## config.mk

```make
export PLATFORM = sky130hd
export DESIGN_NAME = pce_packer
export DESIGN_NICKNAME = d
export VERILOG_FILES = /design/src/pce_pkg.sv /design/src/pce_packer.sv
export SDC_FILE = /design/constraint.sdc
export NUM_CORES = 1
export LEC_CHECK = 0
export BUFFER_PORTS_ARGS = -buffer_cell sky130_fd_sc_hd__buf_2
export CORE_MARGIN = 3
export CORE_UTILIZATION = 47
export CTS_CLUSTER_SIZE = 25
export DETAILED_ROUTE_END_ITERATION = 8
export HOLD_SLACK_MARGIN = 0.06
export PLACE_DENSITY = 0.65
export SYNTH_ARGS = -nofsm -noshare
export SYNTH_HDL_FRONTEND = slang
export SYNTH_SLANG_ARGS = --single-unit
export TNS_END_PERCENT = 20
```

## constraint.sdc

```tcl
create_clock -name i_clk -period 8.9 [get_ports i_clk]
set_clock_uncertainty 0.15 [all_clocks]
set_input_delay 0.445 -clock i_clk [delete_from_list [all_inputs] [get_ports i_clk]]
set_output_delay 0.445 -clock i_clk [all_outputs]
set_load 0.02 [all_outputs]
```

## src/pce_pkg.sv

```systemverilog
package pce_pkg;

    localparam int MAX_CODE_LEN_DEF = 32;
    localparam int NUM_SYMBOLS      = 769;
    localparam int SYM_W            = 10;
    localparam int SYM_NEWLINE      = 767;
    localparam int SYM_END          = 768;
    localparam int ACTUAL_BASE      = 511;
    localparam int DIFF_BASE        = 255;
    localparam int IN_LEN_W         = 6;
    localparam int IN_CODE_W        = 32;
    localparam int VALUE_W          = 9;

    typedef enum logic [1:0] {
        ACT_WRITE  = 2'd0,
        ACT_ENCODE = 2'd1,
        ACT_FINISH = 2'd2
    } t_action;

    typedef enum logic [1:0] {
        KIND_DIFF    = 2'd0,
        KIND_ACTUAL  = 2'd1,
        KIND_NEWLINE = 2'd2
    } t_kind;

    // control bits of the looked-up item handed from the table stage to the bit packer
    typedef struct packed {
        logic valid;
        logic finish;
    } t_lk_ctl;

endpackage

```

## src/pce_packer.sv

```systemverilog
module pce_packer #(
    parameter int MAX_CODE_LEN = pce_pkg::MAX_CODE_LEN_DEF,
    parameter int LEN_W        = $clog2(MAX_CODE_LEN + 1)
) (
    input  logic                    i_clk,
    input  logic                    i_rst_n,
    input  pce_pkg::t_lk_ctl        i_ctl,
    input  logic [MAX_CODE_LEN-1:0] i_code,
    input  logic [LEN_W-1:0]        i_len,
    output logic                    o_take,
    output logic                    o_valid,
    input  logic                    i_ready,
    output logic [7:0]              o_byte,
    output logic                    o_last,
    output logic                    o_end
);

    import pce_pkg::*;

    localparam int ACC_W = MAX_CODE_LEN + 7;
    localparam int CNT_W = $clog2(MAX_CODE_LEN + 8);

    // bits above r_cnt in r_acc are stale and never read
    logic [ACC_W-1:0] r_acc;
    logic [CNT_W-1:0] r_cnt;
    logic             r_fin;
    logic             r_ovalid;
    logic [7:0]       r_obyte;
    logic             r_olast;
    logic             r_oend;

    logic             out_free;
    logic             has_full;
    logic             emit_full;
    logic             emit_pad;
    logic [CNT_W-1:0] rem;
    logic [CNT_W-1:0] base_cnt;
    logic [ACC_W-1:0] v_shifted;
    logic [2:0]       v_pad;
    logic [7:0]       v_byte;
    logic             v_last;
    logic             v_end;
    logic [ACC_W-1:0] n_acc;
    logic [CNT_W-1:0] n_cnt;
    logic             n_fin;

    assign out_free  = !r_ovalid || i_ready;
    assign has_full  = (r_cnt >> 3) != '0;
    assign emit_full = has_full && out_free;
    assign emit_pad  = r_fin && !has_full && (r_cnt != '0) && out_free;
    assign rem       = r_cnt - CNT_W'(8);
    assign base_cnt  = emit_full ? rem : r_cnt;
    // a new code may join in the cycle that sends the last full byte
    assign o_take    = i_ctl.valid && !r_fin &&
                       (!has_full || (((r_cnt >> 3) < CNT_W'(2)) && emit_full));

    always_comb begin
        v_shifted = r_acc >> rem;
        v_pad     = 3'(4'd8 - {1'b0, r_cnt[2:0]});
        if (has_full) begin
            v_byte = v_shifted[7:0];
            v_last = r_fin ? (rem == '0) : ((rem >> 3) == '0);
            v_end  = r_fin && (rem == '0);
        end else begin
            v_byte = (r_acc[7:0] << v_pad) | (8'hFF >> r_cnt[2:0]);
            v_last = 1'b1;
            v_end  = 1'b1;
        end
    end

    always_comb begin
        n_acc = r_acc;
        n_cnt = r_cnt;
        n_fin = r_fin;
        if (o_take) begin
            n_acc = (r_acc << i_len) | ACC_W'(i_code);
            n_cnt = base_cnt + CNT_W'(i_len);
            n_fin = i_ctl.finish;
        end else if (emit_full) begin
            n_cnt = rem;
            if (r_fin && rem == '0) begin
                n_fin = 1'b0;
            end
        end else if (emit_pad) begin
            n_cnt = '0;
            n_fin = 1'b0;
        end else if (r_fin && r_cnt == '0) begin
            n_fin = 1'b0;
        end
    end

    always_ff @(posedge i_clk) begin
        r_acc <= n_acc;
        if (emit_full || emit_pad) begin
            r_obyte <= v_byte;
            r_olast <= v_last;
            r_oend  <= v_end;
        end
        if (!i_rst_n) begin
            r_cnt    <= '0;
            r_fin    <= 1'b0;
            r_ovalid <= 1'b0;
        end else begin
            r_cnt <= n_cnt;
            r_fin <= n_fin;
            if (emit_full || emit_pad) begin
                r_ovalid <= 1'b1;
            end else if (i_ready) begin
                r_ovalid <= 1'b0;
            end
        end
    end

    assign o_valid = r_ovalid;
    assign o_byte  = r_obyte;
    assign o_last  = r_olast;
    assign o_end   = r_oend;

endmodule

```

* After elaboration in Yosys (flattened, before gate mapping)
Cells that the tools add are included.
** Word-level totals
- Bits in registers :: 57
- Word-level logic and storage cells :: 55
** Cells by class
- Reductions and logical operators :: 24
- Equality and inequality tests :: 1
- Shifts and indexed selects :: 4
- $add $sub $neg :: 3
- Bitwise operators :: 2
- Multiplexer cells :: 13
- Order comparisons :: 1
** Operators by type and width (count)
- OR 39 x 32 -> 39 bit :: 1
- << shifter 39 x 6 -> 39 bit :: 1
- right shift 39 x 6 -> 8 bit :: 1
- two-way mux 6 bit :: 4
- logical NOT 6 bit :: 3
- nonzero test 6 bit :: 2
- logical AND 1 bit :: 9
- two-way mux 1 bit :: 8
- two-way mux 8 bit :: 1
- OR 8 bit :: 1
- << shifter 8 x 3 -> 8 bit :: 1
- right shift 8 x 3 -> 8 bit (first input constant) :: 1
- adder 6 bit :: 1
- subtractor 6 x 4 -> 6 bit (second input constant) :: 1
- nonzero test 4 bit :: 1
- logical NOT 1 bit :: 3
- logical OR 1 bit :: 3
- < comparator 3 x 2 -> 1 bit (second input constant) :: 1
- != test 3 x 2 -> 1 bit (second input constant) :: 1
- nonzero test 3 bit :: 1
- subtractor 1 x 3 -> 3 bit (first input constant) :: 1
- AND reduction 2 bit :: 1
- nonzero test 2 bit :: 1

* Longest topological paths before layout
- Word-level depth :: 8
- Depth in mapped cells :: 14

* Least setup slack after synthesis
No wires, ideal clock.
- Path kind :: flip-flop to flip-flop
- Start point :: reg r_cnt[3]
- End point :: reg r_cnt[3]
- Buffers on the path :: 2
- Data required time :: 8.581 ns
- Stages on the path, launching flop included :: 10
- Setup slack :: 5.599 ns
- Arrival time :: 2.982 ns
- Cell sequence :: dfxtp_1 buf_2 clkbuf_1 inv_1 ha_1 a21o_1 nand2_1 clkinv_1 a211oi_1 a211oi_1
** Between the ends
- Longest elaborated chain between the ends :: 6
- Elaborated cells between the ends (all ways) :: 17
- Those cells by class :: 2 x add/sub; 1 x order compare; 3 x mux; 11 x reduce/logical
** Ends and longest elaborated chain
- start, declared :: RTL line pce_packer.sv:25 : logic [CNT_W-1:0] r_cnt;
- start signal, assigned :: RTL line pce_packer.sv:104 : r_cnt <= n_cnt;
- branches (longest 3 deep; another with < comparator 3 x 2 -> 1 bit)
- logical OR 1 bit * :: RTL line pce_packer.sv:55 : (!has_full || (((r_cnt >> 3) < CNT_W'(2)) && emit_full));
- logical AND 1 bit * :: RTL line pce_packer.sv:54 : assign o_take = i_ctl.valid && !r_fin &&
- named net o_take :: RTL line pce_packer.sv:10 : output logic o_take,
- nonzero test 3 bit (no line) or two-way mux 6 bit (tied branches)
Mark *: on every way through the listed nets, which the timed path passes.
A chain may end at the register's enable or synchronous reset.

* Worst setup path in the final report
- Start point :: reg r_cnt[0]
- End point :: reg r_obyte[0], in the netlist o_byte[0] (enable)
** Between the ends
- Longest elaborated chain between the ends :: 4
** Ends and longest elaborated chain
- nonzero test 6 bit :: RTL line pce_packer.sv:50 : assign emit_pad = r_fin && !has_full && (r_cnt != '0) && out_free;
- logical AND 1 bit (2 in series) :: RTL line pce_packer.sv:50
- logical OR 1 bit :: RTL line pce_packer.sv:94 : if (emit_full || emit_pad) begin
- end signal, assigned :: RTL line pce_packer.sv:95 : r_obyte <= v_byte;
- end, declared :: RTL line pce_packer.sv:28 : logic [7:0] r_obyte;
Every way passes these cells.

==> results.json <==
{
  "root_buf_cell": "sky130_fd_sc_hd__clkbuf_16",
  "first_iteration_detailed_routing_drc_count": 674,
  "multiInputGateArea_um2": 4490,
  "max_cap_viol_count": 0,
  "num_vias": 5947,
  "synth-seq-cells": 57,
  "yosysUniqueCellTypes": 61,
  "fraction_of_layout_cells_with_a_size_suffix_above_1_pct": 24.4,
  "setup_repair_after_global_routing_missed_its_margin": "false",
  "groute.usage.overall_pct": 27.4,
  "vias_per_cell": 7.02,
  "hold_path_class": "input port to flip-flop",
  "cp_cell_sequence": "buf_4, clkinv_1, ha_1, nand2b_1, nor3_1, nand2b_1, a21oi_1",
  "clock-sinks": 57,
  "netlist_area_um2": 6490,
  "cts_inserted_buffers": 9,
  "std_cell_rows": 42,
  "num-fill-cells": 1198,
  "antenna_violations_before_repair": 0,
  "antenna_cells": 0,
  "overflow": 0,
  "grt_pass1_vias": 5626,
  "synthFlopType": "sky130_fd_sc_hd__edfxtp_1",
  "status": "finished clean",
  "crit_path_max_incr_delay_ns": 0.74,
  "max-vdd-ir-drop_uv": 123,
  "port_buffers": 54,
  "post-cts-setup-buffers": 0,
  "num_io_pins": 55,
  "timing_hold_violations_final": 0,
  "cp_max_fo": 53,
  "async_flop_share_pct": 0,
  "placed_cells": 832,
  "cts-root-to-sink-buffers": 2,
  "worstSetupStartpointType": "flip-flop",
  "arrival_ns": 3.31,
  "total_power_mw": 2.04,
  "worst_setup_path_end_kind": "flip-flop",
  "holdBufCountCts": 0,
  "synth.yosys.seq_area_share_pct": 25.2,
  "crit_type": "flip-flop to flip-flop",
  "final-setup-viol-count": 0,
  "fmax_ghz": 0.285,
  "min_period_ns": 3.51,
  "syn-instance-count": 650,
  "mappedNetlistNets": 707,
  "drc": 0,
  "htreeDepth": 3,
  "tns_ns": 0,
  "grt_start_max_net_pins": 54,
  "antenna_violating_nets_post_route": 0,
  "report.final.slew_viol_count": 0,
  "critical-path-slowest-cell": "sky130_fd_sc_hd__a21oi_1",
  "die_y_um": 123,
  "die_w_um": 123,
  "slew_headroom_pct": 40.2,
  "final_std_cells_w_o_fill": 847,
  "fp.dieArea_um2": 15200,
  "globalplace.congestion": 0.965,
  "core-area_um2": 13300,
  "final.period_utilization_pct": 39.4,
  "postRouteWirelength_um": 20400,
  "yosysWarnings": 0,
  "cp.required_ns": 8.70,
  "clk_pin_slew_ns": 0.06,
  "clock_insertion_delay_worst_skew_ns": 0.34,
  "power.density_cell_area_nw_per_um2": 290,
  "net_count_final": 724,
  "post_cts.resized_instances": 0,
  "floorplan.initialDensity_pct": 48.6,
  "sequential_cell_area_um2": 1630,
  "leakagePower_nw": 2.60,
  "cpMostUsedCell": "sky130_fd_sc_hd__nand2b_1",
  "grt_pass1_wl_um": 31700,
  "post-dp-hpwl_um": 14400,
  "post_synth_edffs": 49,
  "detail_route.first_pass.iterations": 5,
  "clock_tree_from_tritoncts": "yes",
  "routed_wire_length_per_instance_um": 24.1,
  "worst_pin_slew_ns": 0.895,
  "avgSynthCellArea_um2": 9.98,
  "layout-area-overhead-vs-synth_pct": 8.56
}
## flip-flops by register name, summed over array words and instances (netlist names)
signal,cells
o_end,1
r_cnt,6
r_fin,1
r_acc,39
o_valid,1
o_byte,8
o_last,1
## critical path, delay by kind of cell, from the launching register on
kind,cells,cell delay (ns)
buf+inv,2,1.04
simple gates,3,0.44
compound gates,1,0.74
flops,1,0.31
fa+ha+maj,1,0.39
## area by class of cell
class / instances / share of cell area, %
flip-flops and latches: 57 / 23.2
inverters: 17 / 0.906
clock buffers: 11 / 3.30
repair buffers: 63 / 4.80
multi-input cells: 519 / 63.7
well taps: 176 / 3.13
clock inverters: 4 / 0.977
## layer usage
layer | part of all wire (%) | vias up | global-route usage (%)
met1 | 41 | 2921 | 37.6
li1 | - | 2600 | -
met2 | 47 | 370 | 42.9
met3 | 8.7 | 56 | 4.89
met5 | 0 | - | 0
met4 | 3.1 | 0 | 11.5
## per-stage QoR
stage	setup slack [ns]	instance area (um^2)	utilization [%]	hold slack, ns
floorplan	5.60	6490	-	0.335
global placement	5.58	6740	50.5	0.398
detailed placement	5.42	6740	50.5	0.422
CTS	5.41	7040	52.8	0.187
global route	5.06	7040	52.8	0.204
finish	5.39	7040	52.8	0.200
## worst paths after layout
check / end / slack (ns) / depth (start not counted) / from
max: o_byte[0]$_SDFFCE_PN1P_ / 5.39 / 7 / r_cnt[0]$_SDFFE_PN0P_
min: r_acc[13]$_DFFE_PP_ / 0.20 / 2 / i_code[13]
max reg2reg: o_byte[0]$_SDFFCE_PN1P_ / 5.39 / 7 / r_cnt[0]$_SDFFE_PN0P_
min reg2reg: r_fin$_SDFFE_PN0P_ / 0.44 / 2 / r_fin$_SDFFE_PN0P_
## where the power goes
group | leakage (nW) | switching, mW | internal [mW] | total (mW)
Clock | 0.147 | 0.135 | 0.242 | 0.378
Sequential | 0.530 | 0.112 | 0.411 | 0.523
Combinational | 1.92 | 0.657 | 0.482 | 1.14
## cell usage after synthesis (11+ instances only)
master / n / area share (%)
sky130_fd_sc_hd__nand2_1: 74 / 4.3
sky130_fd_sc_hd__mux4_2: 60 / 21
sky130_fd_sc_hd__a21oi_1: 50 / 3.9
sky130_fd_sc_hd__edfxtp_1: 49 / 23
sky130_fd_sc_hd__mux2i_1: 48 / 7.4
sky130_fd_sc_hd__nor2_1: 42 / 2.4
sky130_fd_sc_hd__o21ai_0: 34 / 2.6
sky130_fd_sc_hd__clkbuf_1: 28 / 1.6
sky130_fd_sc_hd__mux2_2: 22 / 3.8
sky130_fd_sc_hd__nor3_1: 15 / 1.2
sky130_fd_sc_hd__a21o_1: 13 / 1.5
sky130_fd_sc_hd__ha_1: 13 / 2.5
sky130_fd_sc_hd__inv_1: 11 / 0.64
## cells by family after synthesis
group	after synthesis	synth area share, %
AO/OA/AOI/OAI	184	18.8
adder cells (fa/ha/maj)	14	2.82
multiplexers	135	34.1
flip-flops	57	25.2
buffers and inverters	74	5.69
XOR/XNOR	6	0.810
AND/OR/NAND/NOR	180	12.7
## layout by cell type (no fill, tap or decap), types with 4 or more instances in the layout
| cell | instances |
|---|---|
| sky130_fd_sc_hd__or3_1 | 4 |
| sky130_fd_sc_hd__a221o_1 | 4 |
| sky130_fd_sc_hd__clkinv_1 | 5 |
| sky130_fd_sc_hd__o41ai_1 | 4 |
| sky130_fd_sc_hd__a211o_1 | 7 |
| sky130_fd_sc_hd__buf_4 | 9 |
| sky130_fd_sc_hd__o211ai_1 | 6 |
| sky130_fd_sc_hd__clkbuf_16 | 9 |
| sky130_fd_sc_hd__o21ai_0 | 34 |
| sky130_fd_sc_hd__a221oi_1 | 5 |
| sky130_fd_sc_hd__nor2b_1 | 7 |
| sky130_fd_sc_hd__a21oi_1 | 50 |
| sky130_fd_sc_hd__a21o_1 | 13 |
| sky130_fd_sc_hd__a211oi_1 | 9 |
| sky130_fd_sc_hd__o22ai_1 | 10 |
| sky130_fd_sc_hd__mux4_1 | 5 |
| sky130_fd_sc_hd__o221ai_1 | 7 |
| sky130_fd_sc_hd__o21bai_1 | 9 |
| sky130_fd_sc_hd__mux2i_1 | 48 |
| sky130_fd_sc_hd__inv_1 | 11 |
| sky130_fd_sc_hd__edfxtp_1 | 49 |
| sky130_fd_sc_hd__nand2_1 | 74 |
| sky130_fd_sc_hd__mux4_2 | 60 |
| sky130_fd_sc_hd__nand2b_1 | 10 |
| sky130_fd_sc_hd__buf_2 | 54 |
| sky130_fd_sc_hd__dfxtp_1 | 7 |
| sky130_fd_sc_hd__nand3_1 | 8 |
| sky130_fd_sc_hd__nand3b_1 | 4 |
| sky130_fd_sc_hd__nor3_1 | 15 |
| sky130_fd_sc_hd__mux2_2 | 22 |
| sky130_fd_sc_hd__nor2_1 | 42 |
| sky130_fd_sc_hd__nor3b_1 | 4 |
| sky130_fd_sc_hd__a31oi_1 | 5 |
| sky130_fd_sc_hd__ha_1 | 13 |
Note: power is estimated with default switching activity, not from simulation.
